File: src/rtl/lfst_pkg.sv
// Shared types, constants and arithmetic helpers for the line-follow steer
// and corner-turn controller. No dependencies.
`default_nettype none

package lfst_pkg;

    // Configuration register indexes
    localparam logic [2:0] REG_DIR_MODE    = 3'd0;
    localparam logic [2:0] REG_ROUND_COUNT = 3'd1;
    localparam logic [2:0] REG_TARGET_YAW  = 3'd2;
    localparam logic [2:0] REG_GAIN_OUTER  = 3'd3;
    localparam logic [2:0] REG_GAIN_LOST   = 3'd4;
    localparam logic [2:0] REG_GAIN_MID    = 3'd5;
    localparam logic [2:0] REG_GAIN_INNER  = 3'd6;

    localparam int CFG_IDX_W  = 3;
    localparam int CFG_DATA_W = 15;
    localparam int GAIN_W     = 11;
    localparam int STEER_W    = 12;
    localparam int DUTY_W     = 14;
    localparam int WIDE_W     = 18;

    // Course direction
    localparam logic DIR_CW  = 1'b0;
    localparam logic DIR_CCW = 1'b1;

    // Fixed steer values
    localparam logic signed [STEER_W-1:0] STEER_PAIR_LEFT  = -12'sd520;
    localparam logic signed [STEER_W-1:0] STEER_CENTER     = -12'sd50;
    localparam logic signed [STEER_W-1:0] STEER_PAIR_RIGHT = 12'sd416;

    // Duty constants (clockwise follow terms are in tenths)
    localparam logic signed [WIDE_W-1:0] CW_LEFT_BASE  = 18'sd26150;
    localparam logic signed [WIDE_W-1:0] CW_RIGHT_BASE = 18'sd25850;
    localparam logic signed [WIDE_W-1:0] CCW_LEFT_BASE  = 18'sd2595;
    localparam logic signed [WIDE_W-1:0] CCW_RIGHT_BASE = 18'sd2605;
    localparam logic [DUTY_W-1:0] DUTY_MAX  = 14'd10000;
    localparam logic [DUTY_W-1:0] DUTY_SLOW = 14'd1950;
    localparam logic [DUTY_W-1:0] DUTY_SLOWER = 14'd1900;
    localparam logic [DUTY_W-1:0] DUTY_TURN_FAST = 14'd4000;
    localparam logic [DUTY_W-1:0] DUTY_TURN_SLOW = 14'd2000;

    // Reciprocals: x/5 = (x*26215)>>17 for x < 8192, x/10 = (x*52429)>>19 for x < 65536
    localparam logic [14:0] DIV5_RECIP  = 15'd26215;
    localparam int          DIV5_SHIFT  = 17;
    localparam logic [15:0] DIV10_RECIP = 16'd52429;
    localparam int          DIV10_SHIFT = 19;

    typedef enum logic [2:0] {
        PH_FOLLOW = 3'b001,
        PH_CORNER = 3'b010,
        PH_TURN   = 3'b100
    } t_phase;

    typedef struct packed {
        logic                dir_mode;
        logic [3:0]          round_count;
        logic [14:0]         target_yaw;
        logic [GAIN_W-1:0]   gain_outer;
        logic [GAIN_W-1:0]   gain_lost;
        logic [GAIN_W-1:0]   gain_mid;
        logic [GAIN_W-1:0]   outer_4_5;
        logic [GAIN_W-1:0]   mid_4_5;
        logic [GAIN_W-1:0]   inner_4_5;
        logic [GAIN_W-1:0]   inner_3_5;
    } t_cfg;

    function automatic logic [GAIN_W-1:0] div5(input logic [12:0] x);
        logic [27:0] p;
        p = 28'(x) * 28'(DIV5_RECIP);
        return GAIN_W'(p >> DIV5_SHIFT);
    endfunction

    function automatic logic [GAIN_W-1:0] scale_4_5(input logic [GAIN_W-1:0] g);
        return div5({g, 2'b00});
    endfunction

    function automatic logic [GAIN_W-1:0] scale_3_5(input logic [GAIN_W-1:0] g);
        logic [12:0] t;
        t = 13'(g) + {1'b0, g, 1'b0};
        return div5(t);
    endfunction

    function automatic logic [DUTY_W-1:0] clamp_duty(input logic signed [WIDE_W-1:0] v);
        logic [DUTY_W-1:0] r;
        if (v < 0) begin
            r = '0;
        end else if (v > $signed({4'b0000, DUTY_MAX})) begin
            r = DUTY_MAX;
        end else begin
            r = v[DUTY_W-1:0];
        end
        return r;
    endfunction

    // Floor of a nonnegative value over ten; negative clamps to zero.
    function automatic logic signed [WIDE_W-1:0] tenth(input logic signed [WIDE_W-1:0] v);
        logic [31:0] p;
        logic signed [WIDE_W-1:0] r;
        p = 32'(v[15:0]) * 32'(DIV10_RECIP);
        if (v < 0) begin
            r = '0;
        end else begin
            r = $signed(WIDE_W'(p >> DIV10_SHIFT));
        end
        return r;
    endfunction

    function automatic logic [1:0] phase_code(input t_phase ph);
        logic [1:0] c;
        case (ph)
            PH_CORNER: c = 2'd1;
            PH_TURN:   c = 2'd2;
            default:   c = 2'd0;
        endcase
        return c;
    endfunction

endpackage

`default_nettype wire

File: src/rtl/lfst_cfg_regs.sv
// Configuration register file with pre-scaled gain copies.
// Depends on lfst_pkg.
`default_nettype none

module lfst_cfg_regs (
    input  wire logic                             i_clk,
    input  wire logic                             i_rst_n,
    input  wire logic                             i_cfg_valid,
    input  wire logic [lfst_pkg::CFG_IDX_W-1:0]   i_cfg_index,
    input  wire logic [lfst_pkg::CFG_DATA_W-1:0]  i_cfg_data,
    output logic                                  o_cfg_ready,
    output lfst_pkg::t_cfg                        o_cfg
);

    lfst_pkg::t_cfg r_cfg;
    lfst_pkg::t_cfg n_cfg;
    logic [lfst_pkg::GAIN_W-1:0] gain_wr;

    assign gain_wr = i_cfg_data[lfst_pkg::GAIN_W-1:0];

    // Scaled gains are computed at write time so the item path holds no divider
    always_comb begin
        n_cfg = r_cfg;
        if (i_cfg_valid) begin
            case (i_cfg_index)
                lfst_pkg::REG_DIR_MODE:    n_cfg.dir_mode    = i_cfg_data[0];
                lfst_pkg::REG_ROUND_COUNT: n_cfg.round_count = i_cfg_data[3:0];
                lfst_pkg::REG_TARGET_YAW:  n_cfg.target_yaw  = i_cfg_data[14:0];
                lfst_pkg::REG_GAIN_OUTER: begin
                    n_cfg.gain_outer = gain_wr;
                    n_cfg.outer_4_5  = lfst_pkg::scale_4_5(gain_wr);
                end
                lfst_pkg::REG_GAIN_LOST:   n_cfg.gain_lost   = gain_wr;
                lfst_pkg::REG_GAIN_MID: begin
                    n_cfg.gain_mid = gain_wr;
                    n_cfg.mid_4_5  = lfst_pkg::scale_4_5(gain_wr);
                end
                lfst_pkg::REG_GAIN_INNER: begin
                    n_cfg.inner_4_5 = lfst_pkg::scale_4_5(gain_wr);
                    n_cfg.inner_3_5 = lfst_pkg::scale_3_5(gain_wr);
                end
                default: n_cfg = r_cfg;
            endcase
        end
    end

    always_ff @(posedge i_clk) begin
        if (!i_rst_n) begin
            r_cfg.dir_mode    <= lfst_pkg::DIR_CW;
            r_cfg.round_count <= 4'd5;
            r_cfg.target_yaw  <= 15'd9000;
            r_cfg.gain_outer  <= '0;
            r_cfg.gain_lost   <= '0;
            r_cfg.gain_mid    <= '0;
            r_cfg.outer_4_5   <= '0;
            r_cfg.mid_4_5     <= '0;
            r_cfg.inner_4_5   <= '0;
            r_cfg.inner_3_5   <= '0;
        end else begin
            r_cfg <= n_cfg;
        end
    end

    assign o_cfg_ready = 1'b1;
    assign o_cfg       = r_cfg;

endmodule

`default_nettype wire

File: src/rtl/lfst_steer_dec.sv
// Priority decode of the five line sensors into a signed steer value.
// Depends on lfst_pkg.
`default_nettype none

module lfst_steer_dec (
    input  wire logic [4:0]                              i_sensor_bits,
    input  wire lfst_pkg::t_cfg                          i_cfg,
    output logic signed [lfst_pkg::STEER_W-1:0]          o_steer
);

    logic s1, s2, s3, s4, s5;

    assign s1 = i_sensor_bits[0];
    assign s2 = i_sensor_bits[1];
    assign s3 = i_sensor_bits[2];
    assign s4 = i_sensor_bits[3];
    assign s5 = i_sensor_bits[4];

    // First match wins
    always_comb begin
        if (i_sensor_bits == 5'd0) begin
            o_steer = -$signed({1'b0, i_cfg.gain_lost});
        end else if (s1 && !s2 && !s3) begin
            o_steer = -$signed({1'b0, i_cfg.gain_outer});
        end else if (s1 && s2 && !s3) begin
            o_steer = lfst_pkg::STEER_PAIR_LEFT;
        end else if (!s1 && s2 && !s3) begin
            o_steer = -$signed({1'b0, i_cfg.gain_mid});
        end else if (!s1 && s2 && s3) begin
            o_steer = -$signed({1'b0, i_cfg.inner_4_5});
        end else if (!s1 && !s2 && s3 && !s4 && !s5) begin
            o_steer = lfst_pkg::STEER_CENTER;
        end else if (s3 && s4 && !s5) begin
            o_steer = $signed({1'b0, i_cfg.inner_3_5});
        end else if (!s3 && s4 && !s5) begin
            o_steer = $signed({1'b0, i_cfg.mid_4_5});
        end else if (!s3 && s4 && s5) begin
            o_steer = lfst_pkg::STEER_PAIR_RIGHT;
        end else if (!s3 && !s4 && s5) begin
            o_steer = $signed({1'b0, i_cfg.outer_4_5});
        end else begin
            o_steer = '0;
        end
    end

endmodule

`default_nettype wire

File: src/rtl/lfst_duty_calc.sv
// Motor duty computation from course direction, turn phase and steer.
// Depends on lfst_pkg.
`default_nettype none

module lfst_duty_calc (
    input  wire logic                                    i_dir_mode,
    input  wire lfst_pkg::t_phase                        i_phase,
    input  wire logic signed [lfst_pkg::STEER_W-1:0]     i_steer,
    output logic [lfst_pkg::DUTY_W-1:0]                  o_pwm_left,
    output logic [lfst_pkg::DUTY_W-1:0]                  o_pwm_right
);

    logic signed [lfst_pkg::WIDE_W-1:0] steer_ext;
    logic signed [lfst_pkg::WIDE_W-1:0] steer_x13;
    logic signed [lfst_pkg::WIDE_W-1:0] cw_left;
    logic signed [lfst_pkg::WIDE_W-1:0] cw_right;
    logic signed [lfst_pkg::WIDE_W-1:0] ccw_left;
    logic signed [lfst_pkg::WIDE_W-1:0] ccw_right;
    logic signed [lfst_pkg::WIDE_W-1:0] left_raw;
    logic signed [lfst_pkg::WIDE_W-1:0] right_raw;

    assign steer_ext = {{(lfst_pkg::WIDE_W-lfst_pkg::STEER_W){i_steer[lfst_pkg::STEER_W-1]}},
                        i_steer};
    // 13*steer as shift-add
    assign steer_x13 = (steer_ext <<< 3) + (steer_ext <<< 2) + steer_ext;

    assign cw_left   = lfst_pkg::tenth(lfst_pkg::CW_LEFT_BASE - steer_x13);
    assign cw_right  = lfst_pkg::tenth(lfst_pkg::CW_RIGHT_BASE + steer_x13);
    assign ccw_left  = lfst_pkg::CCW_LEFT_BASE + steer_ext;
    assign ccw_right = lfst_pkg::CCW_RIGHT_BASE - steer_ext;

    always_comb begin
        left_raw  = '0;
        right_raw = '0;
        case (i_phase)
            lfst_pkg::PH_CORNER: begin
                if (i_dir_mode == lfst_pkg::DIR_CW) begin
                    left_raw  = $signed(lfst_pkg::WIDE_W'(lfst_pkg::DUTY_SLOW));
                    right_raw = $signed(lfst_pkg::WIDE_W'(lfst_pkg::DUTY_SLOWER));
                end else begin
                    left_raw  = $signed(lfst_pkg::WIDE_W'(lfst_pkg::DUTY_SLOWER));
                    right_raw = $signed(lfst_pkg::WIDE_W'(lfst_pkg::DUTY_SLOW));
                end
            end
            lfst_pkg::PH_TURN: begin
                if (i_dir_mode == lfst_pkg::DIR_CW) begin
                    left_raw  = $signed(lfst_pkg::WIDE_W'(lfst_pkg::DUTY_TURN_FAST));
                    right_raw = $signed(lfst_pkg::WIDE_W'(lfst_pkg::DUTY_TURN_SLOW));
                end else begin
                    left_raw  = $signed(lfst_pkg::WIDE_W'(lfst_pkg::DUTY_TURN_SLOW));
                    right_raw = $signed(lfst_pkg::WIDE_W'(lfst_pkg::DUTY_TURN_FAST));
                end
            end
            default: begin
                if (i_dir_mode == lfst_pkg::DIR_CW) begin
                    left_raw  = cw_left;
                    right_raw = cw_right;
                end else begin
                    left_raw  = ccw_left;
                    right_raw = ccw_right;
                end
            end
        endcase
    end

    assign o_pwm_left  = lfst_pkg::clamp_duty(left_raw);
    assign o_pwm_right = lfst_pkg::clamp_duty(right_raw);

endmodule

`default_nettype wire

File: src/rtl/line_follow_steer_and_turn_control_top.sv
// Line-follow steer and corner-turn controller, top level.
// Use: one input beat per control tick carries the five sensor bits and the
// signed yaw angle; one result beat comes back with both motor duties, the
// four direction pins, the held steer value, turn phase, corner count and
// the finished flag.
// Channels: input and result use valid/stall; a beat moves when valid is
// high and stall is low. Configuration uses valid/ready with a register
// index and data; ready is always high, write only while no beat is in flight.
// Path: a taken input beat goes to the input register, then one pass of
// decode, state update and duty math writes the result register. Throughput:
// one beat per cycle unless the result stalls, set by that single pass.
// Stall: a stalled result holds; the input register keeps taking a beat as
// long as the result register is free or being drained, and input stall
// rises only when both registers are full and the receiver stalls.
// Reset: synchronous, active low; clears the pipeline, the turn state
// (follow phase, count zero, steer zero, A1=0 A2=1 B1=0 B2=1) and loads the
// register defaults (clockwise, five laps, target 90.00 deg, gains zero).
// Depends on lfst_pkg, lfst_cfg_regs, lfst_steer_dec, lfst_duty_calc.
`default_nettype none

module line_follow_steer_and_turn_control_top (
    input  wire logic                                i_clk,
    input  wire logic                                i_rst_n,
    input  wire logic                                i_in_valid,
    output logic                                     o_in_stall,
    input  wire logic [4:0]                          i_sensor_bits,
    input  wire logic signed [15:0]                  i_yaw,
    output logic                                     o_out_valid,
    input  wire logic                                i_out_stall,
    output logic [lfst_pkg::DUTY_W-1:0]              o_pwm_left,
    output logic [lfst_pkg::DUTY_W-1:0]              o_pwm_right,
    output logic                                     o_pin_a_one,
    output logic                                     o_pin_a_two,
    output logic                                     o_pin_b_one,
    output logic                                     o_pin_b_two,
    output logic signed [lfst_pkg::STEER_W-1:0]      o_steer,
    output logic [1:0]                               o_phase,
    output logic [5:0]                               o_corners_done,
    output logic                                     o_finished,
    input  wire logic                                i_cfg_valid,
    output logic                                     o_cfg_ready,
    input  wire logic [lfst_pkg::CFG_IDX_W-1:0]      i_cfg_index,
    input  wire logic [lfst_pkg::CFG_DATA_W-1:0]     i_cfg_data
);

    lfst_pkg::t_cfg cfg;

    // Input register
    logic                r_in_valid;
    logic [4:0]          r_sensor;
    logic signed [15:0]  r_yaw;

    // Turn state
    lfst_pkg::t_phase                     r_phase, n_phase;
    logic [5:0]                           r_corner, n_corner;
    logic signed [lfst_pkg::STEER_W-1:0]  r_steer, n_steer;
    logic                                 r_done, n_done;
    logic                                 r_a1, r_a2, r_b1, r_b2;
    logic                                 n_a1, n_a2, n_b1, n_b2;

    // Result register
    logic                         r_out_valid;
    logic [lfst_pkg::DUTY_W-1:0]  r_pwm_left, r_pwm_right;

    logic                                 out_free;
    logic                                 in_free;
    logic                                 advance;
    logic signed [lfst_pkg::STEER_W-1:0]  dec_steer;
    logic [lfst_pkg::DUTY_W-1:0]          duty_left, duty_right;
    logic [15:0]                          yaw_mag;
    logic [5:0]                           last_corner;
    logic                                 corner_hit;
    logic                                 turning;

    lfst_cfg_regs u_cfg (
        .i_clk       (i_clk),
        .i_rst_n     (i_rst_n),
        .i_cfg_valid (i_cfg_valid),
        .i_cfg_index (i_cfg_index),
        .i_cfg_data  (i_cfg_data),
        .o_cfg_ready (o_cfg_ready),
        .o_cfg       (cfg)
    );

    lfst_steer_dec u_dec (
        .i_sensor_bits (r_sensor),
        .i_cfg         (cfg),
        .o_steer       (dec_steer)
    );

    assign out_free = !r_out_valid || !i_out_stall;
    assign in_free  = !r_in_valid || out_free;
    assign advance  = r_in_valid && out_free;
    assign o_in_stall = !in_free;

    assign yaw_mag     = r_yaw[15] ? 16'(-r_yaw) : 16'(r_yaw);
    assign last_corner = {cfg.round_count, 2'b00} - 6'd1;
    assign corner_hit  = (cfg.dir_mode == lfst_pkg::DIR_CW) ? (&r_sensor[2:0])
                                                            : (&r_sensor[4:2]);

    always_comb begin
        n_phase  = r_phase;
        n_corner = r_corner;
        n_steer  = r_steer;
        n_done   = r_done;
        case (r_phase)
            lfst_pkg::PH_CORNER: begin
                if (r_corner == last_corner) begin
                    n_done = 1'b1;
                end else begin
                    n_corner = r_corner + 6'd1;
                    n_phase  = lfst_pkg::PH_TURN;
                end
            end
            lfst_pkg::PH_TURN: begin
                if ({1'b0, yaw_mag} >= {2'b00, cfg.target_yaw}) begin
                    n_phase = lfst_pkg::PH_FOLLOW;
                end
            end
            default: begin
                n_phase = corner_hit ? lfst_pkg::PH_CORNER : lfst_pkg::PH_FOLLOW;
                n_steer = dec_steer;
            end
        endcase
    end

    assign turning = (n_phase == lfst_pkg::PH_TURN);

    // Only the pins of the turning side follow the phase; the other pair holds
    always_comb begin
        n_a1 = r_a1;
        n_a2 = r_a2;
        n_b1 = r_b1;
        n_b2 = r_b2;
        if (cfg.dir_mode == lfst_pkg::DIR_CW) begin
            n_b1 = turning;
            n_b2 = !turning;
        end else begin
            n_a1 = turning;
            n_a2 = !turning;
        end
    end

    lfst_duty_calc u_duty (
        .i_dir_mode  (cfg.dir_mode),
        .i_phase     (n_phase),
        .i_steer     (n_steer),
        .o_pwm_left  (duty_left),
        .o_pwm_right (duty_right)
    );

    always_ff @(posedge i_clk) begin
        if (!i_rst_n) begin
            r_in_valid  <= 1'b0;
            r_out_valid <= 1'b0;
            r_phase     <= lfst_pkg::PH_FOLLOW;
            r_corner    <= '0;
            r_steer     <= '0;
            r_done      <= 1'b0;
            r_a1        <= 1'b0;
            r_a2        <= 1'b1;
            r_b1        <= 1'b0;
            r_b2        <= 1'b1;
        end else begin
            if (in_free) begin
                r_in_valid <= i_in_valid;
            end
            if (out_free) begin
                r_out_valid <= r_in_valid;
            end
            // advance the turn state once per beat
            if (advance) begin
                r_phase  <= n_phase;
                r_corner <= n_corner;
                r_steer  <= n_steer;
                r_done   <= n_done;
                r_a1     <= n_a1;
                r_a2     <= n_a2;
                r_b1     <= n_b1;
                r_b2     <= n_b2;
            end
        end
    end

    always_ff @(posedge i_clk) begin
        if (in_free && i_in_valid) begin
            r_sensor <= i_sensor_bits;
            r_yaw    <= i_yaw;
        end
        if (advance) begin
            r_pwm_left  <= duty_left;
            r_pwm_right <= duty_right;
        end
    end

    assign o_out_valid    = r_out_valid;
    assign o_pwm_left     = r_pwm_left;
    assign o_pwm_right    = r_pwm_right;
    assign o_pin_a_one    = r_a1;
    assign o_pin_a_two    = r_a2;
    assign o_pin_b_one    = r_b1;
    assign o_pin_b_two    = r_b2;
    assign o_steer        = r_steer;
    assign o_phase        = lfst_pkg::phase_code(r_phase);
    assign o_corners_done = r_corner;
    assign o_finished     = r_done;

endmodule

`default_nettype wire
File: config.mk
export PLATFORM = sky130hd
export DESIGN_NAME = line_follow_steer_and_turn_control_top
export DESIGN_NICKNAME = d
export VERILOG_FILES = /design/src/rtl/lfst_pkg.sv /design/src/rtl/lfst_cfg_regs.sv /design/src/rtl/lfst_steer_dec.sv /design/src/rtl/lfst_duty_calc.sv /design/src/rtl/line_follow_steer_and_turn_control_top.sv
export SDC_FILE = /design/constraint.sdc
export NUM_CORES = 1
export LEC_CHECK = 0
export BUFFER_PORTS_ARGS = -buffer_cell sky130_fd_sc_hd__buf_2
export CAP_MARGIN = 25
export CORE_AREA = 5 5 195 235
export DETAILED_ROUTE_END_ITERATION = 7
export DIE_AREA = 0 0 200 240
export GPL_TIMING_DRIVEN = 0
export HOLD_SLACK_MARGIN = 0.15
export PLACE_DENSITY_LB_ADDON = 0.15
export SLEW_MARGIN = 0
export SYNTH_ARGS = -nofsm -noshare
export SYNTH_HDL_FRONTEND = slang
export SYNTH_SLANG_ARGS = --single-unit
export TNS_END_PERCENT = 5
File: constraint.sdc
create_clock -name i_clk -period 9.8 [get_ports i_clk]
set_input_delay 1.47 -clock i_clk [delete_from_list [all_inputs] [get_ports i_clk]]
set_output_delay 1.47 -clock i_clk [all_outputs]
set_load 0.005 [all_outputs]
==> results of run 1 <==
## sequential cells by signal, indices dropped and copies added (netlist names), 3 cells and up
name            flops
o_corners_done      6
r_yaw              16
u_cfg.o_cfg        97
o_pwm_left         13
o_steer            12
r_sensor            5
r_phase             3
o_pwm_right        13
## tightest hold or removal path, stage by stage (launching register included)
cell and delay, ps:
dfxtp_1 310, nand2_1 50, a21boi_0 60
## repair_timing
action / 4_1_cts / 5_1_grt
pin swaps: 100 / 38
hold endpoints to repair: 0 / 0
gates resized for setup: 178 / 40
setup endpoints to repair: 26 / 26
buffers inserted: 99 / 16
## stage by stage
step	worst slack [ps]	util, %	area, sq um	hold WS, ps
5_1_grt	-794	68.0	29500	496
4_1_cts	-285	67.2	29100	467
6_report	-588	68.0	29500	464
3_3_place_gp	-2100	61.4	26600	448
3_5_place_dp	-2170	61.5	26600	458
2_1_floorplan	-10.3	-	25400	438
## cells in the mapped netlist, drive strengths merged, types with 7 or more instances
library cell | number | area share (%)
o31ai | 16 | 0.55
o21bai | 14 | 0.42
a211oi | 14 | 0.48
nor2b | 22 | 0.55
dfxtp | 125 | 9.9
or2 | 11 | 0.27
mux2i | 8 | 0.32
a221oi | 8 | 0.35
a31oi | 7 | 0.23
edfxtp | 47 | 5.6
nand2 | 282 | 4.2
or4 | 9 | 0.30
nor2 | 94 | 1.5
nor3b | 8 | 0.28
xnor2 | 113 | 4.0
nand2b | 14 | 0.35
o22ai | 7 | 0.20
xor2 | 61 | 2.1
o211ai | 18 | 0.56
inv | 519 | 7.7
o41ai | 7 | 0.38
or3 | 15 | 0.39
ha | 477 | 24
fa | 271 | 21
clkbuf | 45 | 0.67
and3 | 10 | 0.25
nor3 | 28 | 0.60
and2 | 16 | 0.40
a21o | 29 | 0.86
o21a | 12 | 0.36
nand4 | 14 | 0.35
a21oi | 108 | 2.3
nand3 | 41 | 0.81
nor4 | 10 | 0.30
a21boi | 78 | 2.3
buf | 15 | 0.38
o21ai | 91 | 1.8
## per-layer routing
layer	GRT usage [%]	vias to the layer above	share of wire (%)
li1	-	9512	-
met1	35.3	9927	38
met2	52.6	733	50
met3	3.92	231	5.3
met4	15.8	0	6.2
met5	0	-	0
## cells by family (layout without fill, tap and decap cells)
| kind of cell | Yosys count | after routing | synth area share [%] |
|---|---|---|---|
| fa+ha+maj | 748 | 748 | 45.1 |
| mux | 14 | 14 | 0.644 |
| xor+xnor | 174 | 174 | 6.07 |
| compound gates | 461 | 461 | 12.7 |
| simple gates | 591 | 591 | 11.1 |
| flops | 172 | 172 | 15.5 |
| buf+inv | 581 | 824 | 8.81 |
| other cells | 2 | 3 | 0.0298 |
## cell type report
class | instances | area share [%]
clock inverter | 15 | 0.684
tap | 559 | 2.37
multi-input combinational | 1991 | 69.6
clock buffer | 17 | 1.44
inverter | 521 | 6.65
sequential | 172 | 13.3
buffer | 59 | 1.10
timing repair buffer | 212 | 4.86
## final timing paths
path,end
worst max-delay path,o_pwm_right[9]
worst min-delay path,u_cfg.o_cfg[84]
worst max register to register,o_pwm_right[9]
worst min register to register,u_cfg.o_cfg[84]
==> impl_metrics.tcl, run 1 <==
set metrics [dict create \
    status "finished, violations left" \
    violations "negative setup slack" \
    synth_ff_type "dfxtp_1" \
    clock.fmax_mhz 96.3 \
    ys_ff_latch 172 \
    tightest_slew_ps 909 \
    place.gp.congestion 0.969 \
    cp.arrival_ps 10570 \
    hold_violations 0 \
    crit_family "adder cells" \
    grt_usage_pct 29.9 \
    layout_common_cells "inv_1 (509), ha_1 (447), nand2_1 (274)" \
    cap_violations 0 \
    fin_ws_ps -588 \
    io_buffers 96 \
    r2r_start "r_sensor[2]" \
    finalSetupTns_ps -7410 \
    fp.dieW_um 200 \
    slew_viol_final 0 \
    floorplan.initialDensity_pct 58.3 \
    cts_tree "done" \
    areaGrowthSynthToFinish_pct 16.7 \
    die_y_um 240 \
    ios 100 \
    synth_area_sq_um 25200 \
    wl_per_cell_um 20.2 \
    antenna_found_initial 1 \
    drt_iter0_markers 1347 \
    path_buf_inv 11 \
    grt_pass1_wl_mm 113 \
    insertion_delay_ps 450 \
    hpwl_mm 56.8 \
    dieArea_sq_um 48000 \
    worstSetupPathDepth 42 \
    core_area_sq_um 43300 \
    seq_area_frac_synth_pct 15.5 \
    period_needed_ps 10390 \
    cts_num_sinks 172 \
    clk_pin_slew_ps 80 \
    relSlewSlack_pct 39.0 \
    rsz0062_at_grt "yes" \
    crit_required_ps 9990 \
    postRouteAntennaNets 0 \
    path_max_fanout 10 \
    holdPathStages 2 \
    place_inst 3401 \
    via_per_inst 5.75 \
    num_antenna_cells 0 \
    hold_class "reg -> reg" \
    finalClockSkew_ps 22.6 \
    grt_overflow 0 \
    worstSetupPathType "reg -> reg" \
    slowest_stage "fa_1" \
    fin_cells 3546 \
    grt_max_degree 36 \
    firstDrtPassIters 5 \
    r2r_cells 42 \
    cts_buffers 17 \
    ff_latch_area_sq_um 3920 \
    layout_worst_path_cycle_share_pct 106 \
    synth-edff-count 47 \
    drt-total-wl_mm 71.8 \
    grt_pass1_vias 21700 \
    multi_input_area_sq_um 20500 \
    clockBufferDepth 2 \
    end_kind "register" \
    num-fill-cells 3358 \
    hold_buffers 0 \
    yosysUniqueCellTypes 99 \
    route.detailed.drc 0 \
    h-tree-depth 4 \
    start_kind "register" \
    setup_viol 20 \
    worst_path_most_repeated_cell "fa_1" \
    synthCells 2743 \
    layout-drive-gt1-share_pct 15.8 \
    rows 84 \
    reg2reg_slack_ps -590 \
    num-nets-final 3766 \
    async_flop_share_pct 0 \
    min_from "u_cfg.o_cfg[84]" \
    cpPeakStageDelay_ps 590 \
    root_buffer "clkbuf_16" \
    mostFrequentLayoutCell "inv_1" \
    synth_warnings 0 \
    vias 20400 \
    worstSetupStartpoint "r_sensor[2]" \
    post_synth.cell_area_avg_sq_um 9.20 \
]
Power of run 1 is not shown: default switching activity piles up to over one toggle a cycle in this logic, so the estimate is an artifact.
==> run 2, diff against run 1 <==
CORE_AREA = 5 5 242 291   (was 5 5 195 235)
DIE_AREA = 0 0 247 296   (was 0 0 200 240)
==> run 2 against run 1 <==
The run still ends with negative setup slack left. Sequential share of layout area shrank 0.14 points. Critical path depth shrank 1. Worst hold slack about the same. Critical path type unchanged. Routed wire length rose by 3.5%. Core utilization down 24 points. Global-route usage shrank 9.5 points. Count of clock-buffer cells in the layout increased by 6. Non-clock buffer count decreased by 11. Maximum frequency up 0.19%. Worst setup slack better by 19 ps.
==> impl_metrics.tcl, run 2 (synthesized netlist as in run 1, its figures left out) <==
set metrics [dict create \
    cpPeakStageDelay_ps 570 \
    num-fill-cells 6556 \
    end_kind "register" \
    slowest_stage "or4_4" \
    hpwl_mm 61.9 \
    layout-drive-gt1-share_pct 15.2 \
    route.detailed.drc 0 \
    root_buffer "clkbuf_16" \
    cts_buffers 17 \
    dieArea_sq_um 73100 \
    clockBufferDepth 2 \
    cap_violations 0 \
    h-tree-depth 4 \
    relSlewSlack_pct 33.6 \
    period_needed_ps 10370 \
    rsz0062_at_grt "yes" \
    finalClockSkew_ps 15.4 \
    via_per_inst 5.04 \
    hold_violations 0 \
    grt_max_degree 36 \
    io_buffers 96 \
    crit_required_ps 9990 \
    drt_iter0_markers 880 \
    min_from "o_finished" \
    whs_ps 464 \
    top_layer "met5" \
    grt_pass1_wl_mm 116 \
    hold_buffers 0 \
    antenna_found_initial 5 \
    die_y_um 296 \
    wl_met3_mm 2.43 \
    cts_num_sinks 172 \
    cts_tree "done" \
    areaGrowthSynthToFinish_pct 17.8 \
    grt_overflow 0 \
    worst_path_most_repeated_cell "fa_1" \
    grt_pass1_vias 21000 \
    tightest_slew_ps 988 \
    holdPathStages 1 \
    wl_met1_mm 30.9 \
    hold_class "reg -> reg" \
    min_to "o_finished" \
    cp.arrival_ps 10560 \
    postRouteAntennaNets 0 \
    slew_viol_final 0 \
    place.gp.congestion 0.934 \
    drt-total-wl_mm 74.3 \
    fin_ws_ps -569 \
    mostFrequentLayoutCell "inv_1" \
    core_area_sq_um 67000 \
    layout_worst_path_cycle_share_pct 106 \
    num-nets-final 3755 \
    r2r_start "u_cfg.o_cfg[44]" \
    layout_common_cells "inv_1 (507), ha_1 (450), nand2_1 (277)" \
    r2r_end "o_pwm_right[9]" \
    reg2reg_slack_ps -570 \
    wl_per_cell_um 19.2 \
    num_antenna_cells 0 \
    clock.fmax_mhz 96.4 \
    setup_viol 23 \
    ios 100 \
    firstDrtPassIters 5 \
    largest_reg_flops 97 \
    r2r_cells 41 \
    rows 104 \
    dr_wl_met2_mm 38.0 \
    fp.dieW_um 247 \
    path_max_fanout 7 \
    start_kind "register" \
    worstSetupPathType "reg -> reg" \
    clk_pin_slew_ps 70 \
    floorplan.initialDensity_pct 37.7 \
    status "finished, violations left" \
    insertion_delay_ps 470 \
    violations "negative setup slack" \
    grt_usage_pct 20.4 \
    vias 19500 \
]
run 2: changes by cell type in the layout (fill, tap and decap cells not counted), moves of 3 or more:
cell / before / now
buf_4: 110 / 99
inv_8: 3 / 0
clkbuf_8: 1 / 4
ha_1: 447 / 450
nand2_1: 274 / 277
clkinv_8: 3 / 0
nand2_2: 6 / 3
clkinv_2: 0 / 3
run 2: layer usage:
layer / global-route usage (%) / vias to the layer above
met1: 24.7 / 9507
met2: 37.0 / 368
met3: 2.49 / 141
li1: - / 9509
met4: 7.49 / 2
met5: 0 / -
run 2: through the flow:
step,area (sq um),std cells,setup slack (ps),TNS (ps),utilization [%]
2_1_floorplan,25400,2744,-10.3,-10.3,-
3_3_place_gp,27000,3741,-2330,-40640,40.3
3_5_place_dp,27100,3743,-2290,-40410,40.4
4_1_cts,29200,3851,-569,-7090,43.6
5_1_grt,29700,3877,-878,-15330,44.4
6_report,29700,3877,-569,-7610,44.4
run 2: cell type report:
| type | count | area, sq um | area share (%) |
|---|---|---|---|
| tap | 901 | 1130 | 3.79 |
| buffer | 58 | 305 | 1.03 |
| clock inverter | 9 | 105 | 0.354 |
| multi-input combinational | 1991 | 20500 | 68.8 |
| sequential | 172 | 3920 | 13.2 |
| timing repair buffer | 202 | 1360 | 4.56 |
| inverter | 521 | 1960 | 6.59 |
| clock buffer | 23 | 509 | 1.71 |
run 2: how the worst max path moves through the flow:
stage / slack, ps / from / to
global placement: -2330 / r_sensor[4] / o_pwm_right[11]
CTS: -570 / r_sensor[2] / o_pwm_right[7]
global route: -880 / r_sensor[2] / o_pwm_right[9]
finish: -570 / u_cfg.o_cfg[44] / o_pwm_right[9]
floorplan: -10 / r_sensor[2] / o_pwm_right[9]
detailed placement: -2290 / r_sensor[4] / o_pwm_right[10]
run 2: timing repair:
action,4_1_cts,5_1_grt
pin swaps,87,61
setup endpoints to repair,26,26
gates resized for setup,167,47
setup buffers,78,26
run 2: worst max-delay path: cells and delay by family, from the launching register on:
| family | cells | cell delay, ps |
|---|---|---|
| XOR/XNOR | 3 | 440 |
| multiplexers | 1 | 310 |
| AO/OA/AOI/OAI | 12 | 2290 |
| buffers and inverters | 9 | 900 |
| flip-flops | 1 | 360 |
| AND/OR/NAND/NOR | 6 | 1460 |
| adder cells (fa/ha/maj) | 10 | 4330 |
Power of run 2 is left out for the same reason.
==> run 3, diff against run 2 <==
CORE_AREA = 5 5 264 266   (was 5 5 242 291)
DIE_AREA = 0 0 269 271   (was 0 0 247 296)
==> run 3 against run 2 <==
The flow still finishes with violations (negative setup slack). Worst setup slack improved by 170 ps. Via count rose by 1.0%. Sequential cell count did not move. Final cell count rose by 0.10%. Global-route usage fell by 0.47 points. Design area rose by 2.0%. Critical path type unchanged. Largest cell class unchanged.
==> impl_metrics.tcl, run 3 (synthesized netlist as in run 1, its figures left out) <==
set metrics [dict create \
    rsz0062_at_grt "yes" \
    grt_max_degree 27 \
    vias 19700 \
    largest_reg_flops 97 \
    root_buffer "clkbuf_16" \
    insertion_delay_ps 460 \
    mostFrequentLayoutCell "inv_1" \
    fin_ws_ps -397 \
    relSlewSlack_pct 44.0 \
    num-fill-cells 6486 \
    fp.dieW_um 269 \
    floorplan.initialDensity_pct 37.8 \
    dr_wl_met2_mm 35.8 \
    status "finished, violations left" \
    cp.arrival_ps 10380 \
    num-nets-final 3787 \
    via_per_inst 5.08 \
    drt-total-wl_mm 72.6 \
    violations "negative setup slack" \
    cap_violations 0 \
    areaGrowthSynthToFinish_pct 20.2 \
    end_kind "register" \
    cts_tree "done" \
    firstDrtPassIters 7 \
    wl_per_cell_um 18.7 \
    drt_iter0_markers 995 \
    fin_util_pct 45.4 \
    grt_overflow 0 \
    io_buffers 96 \
    cts_buffers 17 \
    worstSetupPathType "reg -> reg" \
    clock.fmax_mhz 98.1 \
    antenna_found_initial 1 \
    period_needed_ps 10200 \
    die_y_um 271 \
    dieArea_sq_um 72900 \
    post-place-ws_ps -2380 \
    h-tree-depth 4 \
    grt_pass1_vias 20600 \
    route.detailed.drc 0 \
    clockBufferDepth 2 \
    crit_required_ps 9980 \
    slowest_stage "fa_1" \
    tightest_slew_ps 817 \
    cts_num_sinks 172 \
    wl_met3_mm 2.58 \
    cpPeakStageDelay_ps 550 \
    fin_cells 3881 \
    postRouteAntennaNets 0 \
    place_inst 3715 \
    hold_violations 0 \
    grt_usage_pct 19.9 \
    hpwl_mm 59.6 \
    multi_input_area_sq_um 20800 \
    layout_common_cells "inv_1 (501), ha_1 (441), nand2_1 (272)" \
    layout-drive-gt1-share_pct 18.2 \
    path_max_fanout 6 \
    layout_worst_path_cycle_share_pct 104 \
    start_kind "register" \
    clk_pin_slew_ps 90 \
    slew_viol_final 0 \
    worst_path_most_repeated_cell "fa_1" \
    finalClockSkew_ps 16.5 \
    ff_latch_area_sq_um 3920 \
    top_layer "met4" \
    rows 95 \
    grt_pass1_wl_mm 115 \
    ios 100 \
    setup_viol 21 \
    num_antenna_cells 0 \
    hold_class "reg -> reg" \
    wl_met1_mm 32.7 \
    place.gp.congestion 0.927 \
    hold_buffers 0 \
    core_area_sq_um 66800 \
]
run 3: worst max-delay path, delay by kind of cell (launching register included):
kind | cells | cell delay [ps]
AND/OR/NAND/NOR | 7 | 910
AO/OA/AOI/OAI | 11 | 2010
multiplexers | 2 | 450
flip-flops | 1 | 390
buffers and inverters | 12 | 1330
XOR/XNOR | 3 | 460
adder cells (fa/ha/maj) | 10 | 4370
run 3: through the flow:
| step | hold slack, ps | TNS [ps] | cell area, sq um |
|---|---|---|---|
| 2_1_floorplan | 438 | -10.3 | 25400 |
| 3_3_place_gp | 452 | -38100 | 27000 |
| 3_5_place_dp | 462 | -42020 | 27000 |
| 4_1_cts | 474 | -3610 | 29500 |
| 5_1_grt | 497 | -13570 | 30300 |
| 6_report | 471 | -4590 | 30300 |
run 3: final timing paths:
check / start / end / slack (ps) / cells past startpoint
worst min register to register: u_cfg.o_cfg[87] / u_cfg.o_cfg[87] / 470 / 2
worst min-delay path: u_cfg.o_cfg[87] / u_cfg.o_cfg[87] / 470 / 2
worst max register to register: r_sensor[2] / o_pwm_right[7] / -400 / 45
worst max-delay path: r_sensor[2] / o_pwm_right[7] / -400 / 45
run 3: area by class of cell:
| class | instances | share of cell area, % |
|---|---|---|
| clock buffers | 17 | 1.40 |
| plain buffers | 59 | 1.09 |
| inverters | 521 | 6.50 |
| flip-flops and latches | 172 | 12.9 |
| well taps | 873 | 3.60 |
| repair buffers | 233 | 5.36 |
| multi-input cells | 1991 | 68.4 |
| clock inverters | 15 | 0.681 |
run 3: routing by layer:
layer | track usage [%] | vias up
met1 | 27.1 | 9704
met4 | 4.06 | 0
met2 | 34.2 | 360
li1 | - | 9570
met3 | 2.25 | 88
met5 | 0 | -
run 3: timing repair:
action | in CTS | in global routing
endpoints found under the setup margin | 26 | 26
buffers inserted | 92 | 42
pin swaps | 105 | 95
gates resized for setup | 202 | 90
Power of run 3 is left out for the same reason.
